`config.mk`:
```
export PLATFORM = sky130hd
export DESIGN_NAME = postfix_stack_evaluator
export DESIGN_NICKNAME = d
export VERILOG_FILES = /design/src/design/pse_pkg.sv /design/src/design/pse_ram.sv /design/src/design/pse_div.sv /design/src/design/postfix_stack_evaluator.sv
export SDC_FILE = /design/constraint.sdc
export NUM_CORES = 2
export LEC_CHECK = 0
export BUFFER_PORTS_ARGS = -buffer_cell sky130_fd_sc_hd__clkbuf_2
export CAP_MARGIN = 40
export CELL_PAD_IN_SITES_DETAIL_PLACEMENT = 1
export CELL_PAD_IN_SITES_GLOBAL_PLACEMENT = 2
export CORE_MARGIN = 2
export CORE_UTILIZATION = 46
export CTS_CLUSTER_SIZE = 14
export DETAILED_ROUTE_END_ITERATION = 10
export HOLD_SLACK_MARGIN = 0.1
export PLACE_DENSITY_LB_ADDON = 0.1
export SLEW_MARGIN = 20
export SYNTH_ARGS = -nofsm -noshare
export SYNTH_HDL_FRONTEND = slang
export SYNTH_HIERARCHICAL = 1
export SYNTH_SLANG_ARGS = --single-unit
```
`constraint.sdc`:
```
create_clock -name clk -period 9.9 [get_ports clk]
set_input_delay 1.98 -clock clk [delete_from_list [all_inputs] [get_ports clk]]
set_output_delay 1.98 -clock clk [all_outputs]
set_load 0.02 [all_outputs]
```
`src/design/pse_pkg.sv`:
```
`timescale 1ns / 1ps
// ----------------------------------------------------------------------------
// pse_pkg
// Shared constants, types and the control store of the postfix evaluator.
// ----------------------------------------------------------------------------
package pse_pkg;

  // Stack geometry
  localparam int STACK_DEPTH = 16;
  localparam int DATA_W      = 32;
  localparam int ADDR_W      = $clog2(STACK_DEPTH);
  localparam int CNT_W       = $clog2(STACK_DEPTH + 1);

  // Divider: one quotient bit per cycle
  localparam int DIV_CNT_W   = $clog2(DATA_W);

  // Character codes
  localparam logic [7:0] CH_ZERO    = 8'h30;
  localparam logic [7:0] CH_SLASH   = 8'h2F;
  localparam logic [7:0] CH_STAR    = 8'h2A;
  localparam logic [7:0] CH_PLUS    = 8'h2B;
  localparam logic [7:0] CH_MINUS   = 8'h2D;
  localparam logic [7:0] CH_SPACE   = 8'h20;
  localparam logic [7:0] CH_NEWLINE = 8'h0A;

  // Result error codes
  typedef enum logic [1:0] {
    ERR_NONE      = 2'd0,
    ERR_UNDERFLOW = 2'd1,
    ERR_FULL      = 2'd2,
    ERR_DIVZERO   = 2'd3
  } err_t;

  // Microprogram addresses
  localparam int STEP_W = 4;
  typedef enum logic [STEP_W-1:0] {
    S_FETCH  = 4'd0,
    S_DECODE = 4'd1,
    S_PUSH   = 4'd2,
    S_RDB    = 4'd3,
    S_RDA    = 4'd4,
    S_LATA   = 4'd5,
    S_ALU    = 4'd6,
    S_DIVGO  = 4'd7,
    S_DIVW   = 4'd8,
    S_WRQ    = 4'd9,
    S_ERRUF  = 4'd10,
    S_ERRFL  = 4'd11,
    S_ERRDZ  = 4'd12,
    S_END    = 4'd13,
    S_EMIT   = 4'd14
  } step_t;

  // Sequencer branch conditions
  typedef enum logic [2:0] {
    J_NEXT,      // fall through
    J_ALWAYS,    // go to target
    J_WAITIN,    // hold at target until an item is taken
    J_DECODE,    // dispatch on character class
    J_OPSEL,     // dispatch on operator and divisor
    J_DIVBUSY,   // hold at target while the divider runs
    J_LAST,      // last item: fall through, else go to target
    J_WAITOUT    // hold until the output slot frees, then go to target
  } jcond_t;

  typedef enum logic [1:0] {
    RD_NONE,
    RD_TOP,
    RD_SEC
  } rsel_t;

  typedef enum logic [1:0] {
    WS_NONE,
    WS_SYM,
    WS_ALU,
    WS_QUO
  } wsel_t;

  typedef enum logic [1:0] {
    CNT_HOLD,
    CNT_INC,
    CNT_DEC
  } cntop_t;

  // One control word
  typedef struct packed {
    jcond_t jc;
    step_t  target;
    rsel_t  rd;
    logic   ld_b;
    logic   ld_a;
    logic   div_go;
    wsel_t  wsel;
    cntop_t cnt;
    err_t   set_err;
    logic   emit;
  } uword_t;

  // Control store
  function automatic uword_t ucode_rom(step_t addr);
    uword_t w;
    w         = '0;
    w.jc      = J_NEXT;
    w.target  = S_FETCH;
    w.rd      = RD_NONE;
    w.wsel    = WS_NONE;
    w.cnt     = CNT_HOLD;
    w.set_err = ERR_NONE;
    case (addr)
      S_FETCH:  begin w.jc = J_WAITIN; w.target = S_FETCH; end
      S_DECODE: begin w.jc = J_DECODE; end
      S_PUSH:   begin
        w.wsel = WS_SYM; w.cnt = CNT_INC; w.jc = J_ALWAYS; w.target = S_END;
      end
      S_RDB:    begin w.rd = RD_TOP; end
      S_RDA:    begin w.rd = RD_SEC; w.ld_b = 1'b1; end
      S_LATA:   begin w.ld_a = 1'b1; w.jc = J_OPSEL; end
      S_ALU:    begin
        w.wsel = WS_ALU; w.cnt = CNT_DEC; w.jc = J_ALWAYS; w.target = S_END;
      end
      S_DIVGO:  begin w.div_go = 1'b1; end
      S_DIVW:   begin w.jc = J_DIVBUSY; w.target = S_DIVW; end
      S_WRQ:    begin
        w.wsel = WS_QUO; w.cnt = CNT_DEC; w.jc = J_ALWAYS; w.target = S_END;
      end
      S_ERRUF:  begin w.set_err = ERR_UNDERFLOW; w.jc = J_ALWAYS; w.target = S_END; end
      S_ERRFL:  begin w.set_err = ERR_FULL; w.jc = J_ALWAYS; w.target = S_END; end
      S_ERRDZ:  begin w.set_err = ERR_DIVZERO; end
      S_END:    begin w.rd = RD_TOP; w.jc = J_LAST; w.target = S_FETCH; end
      S_EMIT:   begin w.emit = 1'b1; w.jc = J_WAITOUT; w.target = S_FETCH; end
      default:  begin w.jc = J_ALWAYS; w.target = S_FETCH; end
    endcase
    return w;
  endfunction

endpackage

```
`src/design/pse_ram.sv`:
```
`timescale 1ns / 1ps
// ----------------------------------------------------------------------------
// pse_ram
// Generic one-write, one-read RAM with registered read data.
// ----------------------------------------------------------------------------
module pse_ram #(
  parameter int WIDTH = 32,
  parameter int DEPTH = 16
) (
  input  logic                     clk,
  input  logic                     we,
  input  logic [$clog2(DEPTH)-1:0] waddr,
  input  logic [WIDTH-1:0]         wdata,
  input  logic                     re,
  input  logic [$clog2(DEPTH)-1:0] raddr,
  output logic [WIDTH-1:0]         rdata
);

  logic [WIDTH-1:0] mem [DEPTH];

  // write port
  always_ff @(posedge clk) begin
    if (we) begin
      mem[waddr] <= wdata;
    end
  end

  // read port, data held between reads
  always_ff @(posedge clk) begin
    if (re) begin
      rdata <= mem[raddr];
    end
  end

endmodule

```
`src/design/pse_div.sv`:
```
`timescale 1ns / 1ps
// ----------------------------------------------------------------------------
// pse_div
// Iterative signed divider, one quotient bit per cycle, truncating to zero.
// ----------------------------------------------------------------------------
module pse_div
  import pse_pkg::*;
(
  input  logic              clk,
  input  logic              rst_n,
  input  logic              go,
  input  logic [DATA_W-1:0] dividend,
  input  logic [DATA_W-1:0] divisor,
  output logic              busy,
  output logic [DATA_W-1:0] quotient
);

  logic                 busy_r, busy_nxt;
  logic [DIV_CNT_W-1:0] cnt_r, cnt_nxt;
  logic [DATA_W-1:0]    rem_r, rem_nxt;
  logic [DATA_W-1:0]    quo_r, quo_nxt;
  logic [DATA_W-1:0]    den_r, den_nxt;
  logic                 neg_r, neg_nxt;
  logic [DATA_W:0]      shifted;
  logic [DATA_W:0]      diff;

  // one restoring step
  assign shifted = {rem_r, quo_r[DATA_W-1]};
  assign diff    = shifted - {1'b0, den_r};

  always_comb begin
    busy_nxt = busy_r;
    cnt_nxt  = cnt_r;
    rem_nxt  = rem_r;
    quo_nxt  = quo_r;
    den_nxt  = den_r;
    neg_nxt  = neg_r;
    if (go) begin
      busy_nxt = 1'b1;
      cnt_nxt  = '0;
      rem_nxt  = '0;
      quo_nxt  = dividend[DATA_W-1] ? (~dividend + 1'b1) : dividend;
      den_nxt  = divisor[DATA_W-1] ? (~divisor + 1'b1) : divisor;
      neg_nxt  = dividend[DATA_W-1] ^ divisor[DATA_W-1];
    end else if (busy_r) begin
      if (!diff[DATA_W]) begin
        rem_nxt = diff[DATA_W-1:0];
        quo_nxt = {quo_r[DATA_W-2:0], 1'b1};
      end else begin
        rem_nxt = shifted[DATA_W-1:0];
        quo_nxt = {quo_r[DATA_W-2:0], 1'b0};
      end
      cnt_nxt = cnt_r + 1'b1;
      if (cnt_r == DIV_CNT_W'(DATA_W - 1)) begin
        busy_nxt = 1'b0;
      end
    end
  end

  always_ff @(posedge clk) begin
    if (!rst_n) begin
      busy_r <= 1'b0;
      cnt_r  <= '0;
    end else begin
      busy_r <= busy_nxt;
      cnt_r  <= cnt_nxt;
    end
  end

  always_ff @(posedge clk) begin
    rem_r <= rem_nxt;
    quo_r <= quo_nxt;
    den_r <= den_nxt;
    neg_r <= neg_nxt;
  end

  assign busy     = busy_r;
  assign quotient = neg_r ? (~quo_r + 1'b1) : quo_r;

endmodule

```
`src/design/postfix_stack_evaluator.sv`:
```
`timescale 1ns / 1ps
// Items are handled one at a time by the single-stepping microcode sequencer
// and the single read port of the stack RAM; in_stall stays high until the
// item is done. A / waits on the bit-per-cycle divider; an item flagged last
// adds a step to load the result register, held while the output slot is full.
// Reset (synchronous, rst_n low) clears the sequencer, stack count, error
// and output valid; stack RAM contents are not cleared.
// ----------------------------------------------------------------------------
// postfix_stack_evaluator
// Microcoded postfix evaluator over a bounded stack of 32-bit values.
// ----------------------------------------------------------------------------
module postfix_stack_evaluator
  import pse_pkg::*;
(
  input  logic              clk,
  input  logic              rst_n,
  input  logic              in_valid,
  output logic              in_stall,
  input  logic [7:0]        in_symbol,
  input  logic              in_last,
  output logic              out_valid,
  input  logic              out_stall,
  output logic signed [31:0] out_value,
  output logic [1:0]        out_error_code
);

  step_t             upc_r, upc_nxt;
  uword_t            uw;
  logic [CNT_W-1:0]  cnt_r, cnt_nxt;
  err_t              err_r, err_nxt;
  logic [7:0]        sym_r;
  logic              last_r;
  logic [DATA_W-1:0] a_r, b_r;
  logic              out_valid_r, out_valid_nxt;
  logic [DATA_W-1:0] out_value_r;
  err_t              out_err_r;

  logic              in_acc;
  logic              out_free;
  logic              emit_fire;
  logic              is_blank, is_op;
  logic [CNT_W-1:0]  cnt_m1, cnt_m2;
  logic              ram_we, ram_re;
  logic [ADDR_W-1:0] ram_waddr, ram_raddr;
  logic [DATA_W-1:0] ram_wdata, ram_rdata;
  logic [DATA_W-1:0] alu_res;
  logic [DATA_W-1:0] quo;
  logic              div_busy;
  step_t             step_inc;

  assign in_acc    = in_valid && !in_stall;
  assign in_stall  = (upc_r != S_FETCH);
  assign out_free  = !out_valid_r || !out_stall;
  assign emit_fire = uw.emit && out_free;
  assign cnt_m1    = cnt_r - 1'b1;
  assign cnt_m2    = cnt_r - 2'd2;
  assign step_inc  = step_t'(STEP_W'(upc_r + 1'b1));

  // character class
  assign is_blank = (sym_r == CH_SPACE) || (sym_r == CH_NEWLINE);
  assign is_op    = (sym_r == CH_PLUS) || (sym_r == CH_MINUS) ||
                    (sym_r == CH_STAR) || (sym_r == CH_SLASH);

  // control word for this step
  always_comb begin
    uw = ucode_rom(upc_r);
  end

  // sequencer next step
  always_comb begin
    upc_nxt = step_inc;
    case (uw.jc)
      J_NEXT:    upc_nxt = step_inc;
      J_ALWAYS:  upc_nxt = uw.target;
      J_WAITIN:  upc_nxt = in_acc ? step_inc : uw.target;
      J_DECODE: begin
        if (err_r != ERR_NONE || is_blank) begin
          upc_nxt = S_END;
        end else if (is_op) begin
          upc_nxt = (cnt_r < CNT_W'(2)) ? S_ERRUF : S_RDB;
        end else begin
          upc_nxt = (cnt_r >= CNT_W'(STACK_DEPTH)) ? S_ERRFL : S_PUSH;
        end
      end
      J_OPSEL: begin
        if (sym_r != CH_SLASH) begin
          upc_nxt = S_ALU;
        end else if (b_r == '0) begin
          upc_nxt = S_ERRDZ;
        end else begin
          upc_nxt = S_DIVGO;
        end
      end
      J_DIVBUSY: upc_nxt = div_busy ? uw.target : step_inc;
      J_LAST:    upc_nxt = last_r ? step_inc : uw.target;
      J_WAITOUT: upc_nxt = out_free ? uw.target : upc_r;
      default:   upc_nxt = S_FETCH;
    endcase
  end

  // datapath controls
  always_comb begin
    ram_re    = (uw.rd != RD_NONE);
    ram_raddr = (uw.rd == RD_SEC) ? cnt_m2[ADDR_W-1:0] : cnt_m1[ADDR_W-1:0];
    ram_we    = (uw.wsel != WS_NONE);
    ram_waddr = (uw.wsel == WS_SYM) ? cnt_r[ADDR_W-1:0] : cnt_m2[ADDR_W-1:0];
    case (uw.wsel)
      WS_SYM:  ram_wdata = {{(DATA_W-8){1'b0}}, sym_r} - DATA_W'(CH_ZERO);
      WS_ALU:  ram_wdata = alu_res;
      WS_QUO:  ram_wdata = quo;
      default: ram_wdata = alu_res;
    endcase
  end

  // add, subtract, multiply (low word)
  always_comb begin
    case (sym_r)
      CH_PLUS:  alu_res = a_r + b_r;
      CH_MINUS: alu_res = a_r - b_r;
      default:  alu_res = DATA_W'(a_r * b_r);
    endcase
  end

  // count, error latch and output slot
  always_comb begin
    cnt_nxt       = cnt_r;
    err_nxt       = err_r;
    out_valid_nxt = out_valid_r && out_stall;
    case (uw.cnt)
      CNT_INC:  cnt_nxt = cnt_r + 1'b1;
      CNT_DEC:  cnt_nxt = cnt_m1;
      default:  cnt_nxt = cnt_r;
    endcase
    if (uw.set_err != ERR_NONE) begin
      err_nxt = uw.set_err;
    end
    if (emit_fire) begin
      cnt_nxt       = '0;
      err_nxt       = ERR_NONE;
      out_valid_nxt = 1'b1;
    end
  end

  always_ff @(posedge clk) begin
    if (!rst_n) begin
      upc_r       <= S_FETCH;
      cnt_r       <= '0;
      err_r       <= ERR_NONE;
      out_valid_r <= 1'b0;
    end else begin
      upc_r       <= upc_nxt;
      cnt_r       <= cnt_nxt;
      err_r       <= err_nxt;
      out_valid_r <= out_valid_nxt;
    end
  end

  // payload registers
  always_ff @(posedge clk) begin
    if (in_acc) begin
      sym_r  <= in_symbol;
      last_r <= in_last;
    end
    if (uw.ld_b) begin
      b_r <= ram_rdata;
    end
    if (uw.ld_a) begin
      a_r <= ram_rdata;
    end
    if (emit_fire) begin
      if (err_r != ERR_NONE) begin
        out_err_r   <= err_r;
        out_value_r <= '0;
      end else if (cnt_r == '0) begin
        out_err_r   <= ERR_UNDERFLOW;
        out_value_r <= '0;
      end else begin
        out_err_r   <= ERR_NONE;
        out_value_r <= ram_rdata;
      end
    end
  end

  pse_ram #(
    .WIDTH (DATA_W),
    .DEPTH (STACK_DEPTH)
  ) u_stack (
    .clk   (clk),
    .we    (ram_we),
    .waddr (ram_waddr),
    .wdata (ram_wdata),
    .re    (ram_re),
    .raddr (ram_raddr),
    .rdata (ram_rdata)
  );

  pse_div u_div (
    .clk      (clk),
    .rst_n    (rst_n),
    .go       (uw.div_go),
    .dividend (a_r),
    .divisor  (b_r),
    .busy     (div_busy),
    .quotient (quo)
  );

  assign out_valid      = out_valid_r;
  assign out_value      = out_value_r;
  assign out_error_code = out_err_r;

endmodule

```
==> results by group <==
Synth
  • Ys flop type: edfxtp_1
  • Avg Inst Size Synth: 11.99 um2
  • Seq/Total Area, Yosys: 43.52%
  • Mapped Cells: 4,312
  • Area fraction of the dominant cell type after synthesis: 41.59%
  • Synth Area in Compound Gates: 7.769%
  • Mux contribution to synthesized area: 6.440%
  • FFs w/ async S/R, synth: 0%
  • Synth Area in XOR/XNOR: 4.574%
  • EDFF count, synth: 716
  • Yosys Warn Count: 6
  • Ranking of synthesized cells by area: edfxtp_1 42%, fa_1 16%, mux4_2 5.6%
  • Largest family of logic cells by synthesized area: adder cells
  • Syn Nets: 4,943
  • Cell variety after synth: 86
  • Count leader, synth: edfxtp_1
  • Synth Area in Simple Gates: 11.32%
  • Cell Area, Synth: 0.05170 mm2
  • Commonest cells post-synth: 716 x edfxtp_1, 511 x inv_1, 410 x fa_1
  • Post-synthesis adder-cell area fraction: 20.91%
  • Synth Register Bits: 766
  • Cell taking the most area after synthesis: edfxtp_1

Route
  • DR pass1 iterations: 5
  • Wirelength per Cell: 25.85 um
  • DR top layer: met4
  • Initial drt markers: 2,087
  • Metal-1 WL: 66,330 um
  • Final WL: 153,700 um
  • Routed Antenna Nets: 0
  • DR DRC count: 0
  • Routed vias/inst: 5.642
  • DR WL met3: 6845 um
  • Vias post-DR: 33,550
  • Met2 Routed Length: 75,870 um

Global routing
  • GRT Resource Usage Total: 27.26%
  • First-pass GRT wire length: 235,500 um
  • Vias in the first global route: 36,590
  • Largest net degree at the start of global routing: 129
  • Grt ovf: 0
  • Antenna violations before repair: 5

Cells and area
  • P&R area growth vs syn: 11.11%
  • Share of layout cells above drive strength 1: 11.95%
  • Post-layout util: 51.69%
  • Final layout net count: 5,014

Setup path
  • Worst r2r src: b_r[6]$_DFFE_PP_
  • CP max-delay cell: edfxtp_1
  • Worst Setup SP: b_r[6]$_DFFE_PP_
  • Crit path arrival time: 8.90 ns
  • Crit-path max cell delay: 0.78 ns
  • Startpoint types: register
  • Critical path class: reg -> reg
  • Critical Path Fanout Max: 15
  • Crit. End Element: register
  • Cell repeated most along the worst path: fa_1
  • CP Data Required Time: 10.28 ns

Clock network
  • Hold-fix buffers, CTS: 0
  • CTS Buf Count: 84
  • CTS-repair resized insts: 0
  • CTS max path bufs: 3
  • Clk sinks: 766
  • CTS tree: done
  • Clock latency on the worst-skew pair: 0.68 ns
  • H-tree depth: 3
  • Setup bufs post-CTS: 0
  • Root buffer cell: clkbuf_16
  • Worst-path clk slew: 0.06 ns

Timing
  • Final setup viols: 0
  • Setup TNS: 0 ns
  • Hold Fails Final Rpt: 0
  • Achievable Freq: 117.4 MHz
  • Setup Skew: 0.04012 ns
  • RSZ-0062 raised after global routing: no
  • Worst Max-Slew Pin Slew: 0.9973 ns
  • Slew Limit Headroom: 33.51%
  • Fin crit share: 86.04%
  • Final min period: 8.518 ns
  • Slew Limit Fails: 0

Job
  • MaxCap Viol Count: 0

Placement
  • PortBufs: 48
  • GPL Wtd Cong: 0.8630
  • HPWL Detailed: 110,000 um

Hold path
  • Hold Crit Start: u_stack/rdata[23]$_DFFE_PP_
  • Hold crit path type: reg -> reg

Die
  • Height of the die: 339.2 um
  • Num rows: 122
  • Core box area: 0.1111 mm2
  • Initial Util: 46.52%
  • Die width: 339.2 um
  • # IOs: 49
  • Die area: 0.1151 mm2

Outcome
  • Outcome: finished clean
## cells by family (layout without fill, tap and decap cells)
group | count (synthesis) | in the layout
AO/OA/AOI/OAI | 598 | 598
XOR/XNOR | 270 | 270
adder cells (fa/ha/maj) | 618 | 618
buffers and inverters | 728 | 868
flip-flops | 766 | 766
multiplexers | 172 | 172
other | 0 | 6
AND/OR/NAND/NOR | 1160 | 1160
## metal layers
layer / global-route usage (%) / vias to the layer above
li1: - / 15000
met1: 36.88 / 17500
met2: 46.30 / 814
met3: 3.114 / 236
met4: 8.306 / 0
met5: 0 / -
## layout make-up
class	count	area [um2]
antenna	6	15.01
clock inverter	59	705.7
inverter	512	1922
clock buffer	96	2167
tap	1488	1862
sequential	766	22500
timing repair buffer	201	1672
multi-input combinational	2818	26600
fill	11530	53690
## registers in the layout, summed over array words and instances (netlist names), 2 cells and up
| signal | cells |
|---|---|
| err_r | 2 |
| out_error_code | 2 |
| cnt_r | 5 |
| u_div/den_r | 32 |
| b_r | 32 |
| u_div/cnt_r | 5 |
| u_div/quo_r | 32 |
| a_r | 32 |
| out_value | 32 |
| u_div/rem_r | 32 |
| u_stack/mem | 512 |
| u_stack/rdata | 32 |
| upc_r | 4 |
| sym_r | 8 |
## through the flow
| stage | worst slack [ns] | std cells | hold WS, ns | cell area [um2] |
|---|---|---|---|---|
| after floorplan | 2.188 | 4312 | 0.4362 | 51700 |
| after global placement | 1.175 | 5746 | 0.4477 | 54020 |
| after detailed placement | 1.437 | 5778 | 0.4615 | 54460 |
| after CTS | 1.365 | 5933 | 0.4810 | 57330 |
| after global routing | 0.8924 | 5940 | 0.5103 | 57430 |
| final | 1.382 | 5946 | 0.4798 | 57440 |
## final timing paths
kind / end / slack, ns / depth (start not counted)
hold reg to reg: b_r[23]$_DFFE_PP_ / 0.48 / 0
hold / removal: b_r[23]$_DFFE_PP_ / 0.48 / 0
setup reg to reg: u_stack/mem[6][31]$_DFFE_PP_ / 1.38 / 27
setup / recovery: u_stack/mem[6][31]$_DFFE_PP_ / 1.38 / 27
## worst max-delay path, delay by kind of cell (launching register included)
| kind | cells | cell delay (ns) |
|---|---|---|
| fa+ha+maj | 9 | 4.33 |
| buf+inv | 8 | 0.98 |
| flops | 1 | 0.78 |
| simple gates | 1 | 0.17 |
| xor+xnor | 1 | 0.29 |
| compound gates | 8 | 1.70 |
## cells in the final DEF (no fill, tap or decap), drive strengths merged, types with 13 or more instances in the layout
master and count:
o21a 22, nand2 398, mux4 128, o31ai 35, buf 153, xnor2 172
o21ai 113, a21oi 144, nand3 31, a22oi 68, o211ai 13, fa 410
mux2i 39, and2 350, nand2b 34, clkinv 31, ha 208, nor2b 18
nor2 179, a21o 36, dfxtp 50, clkbuf 144, inv 518, or3 28
nor4 15, xor2 98, a31oi 17, a211oi 53, edfxtp 716, o41ai 16
nor3 43
Power is left out: the tool's default activity adds up to more than one toggle a clock period on the data nets, which glitch-free logic cannot reach.
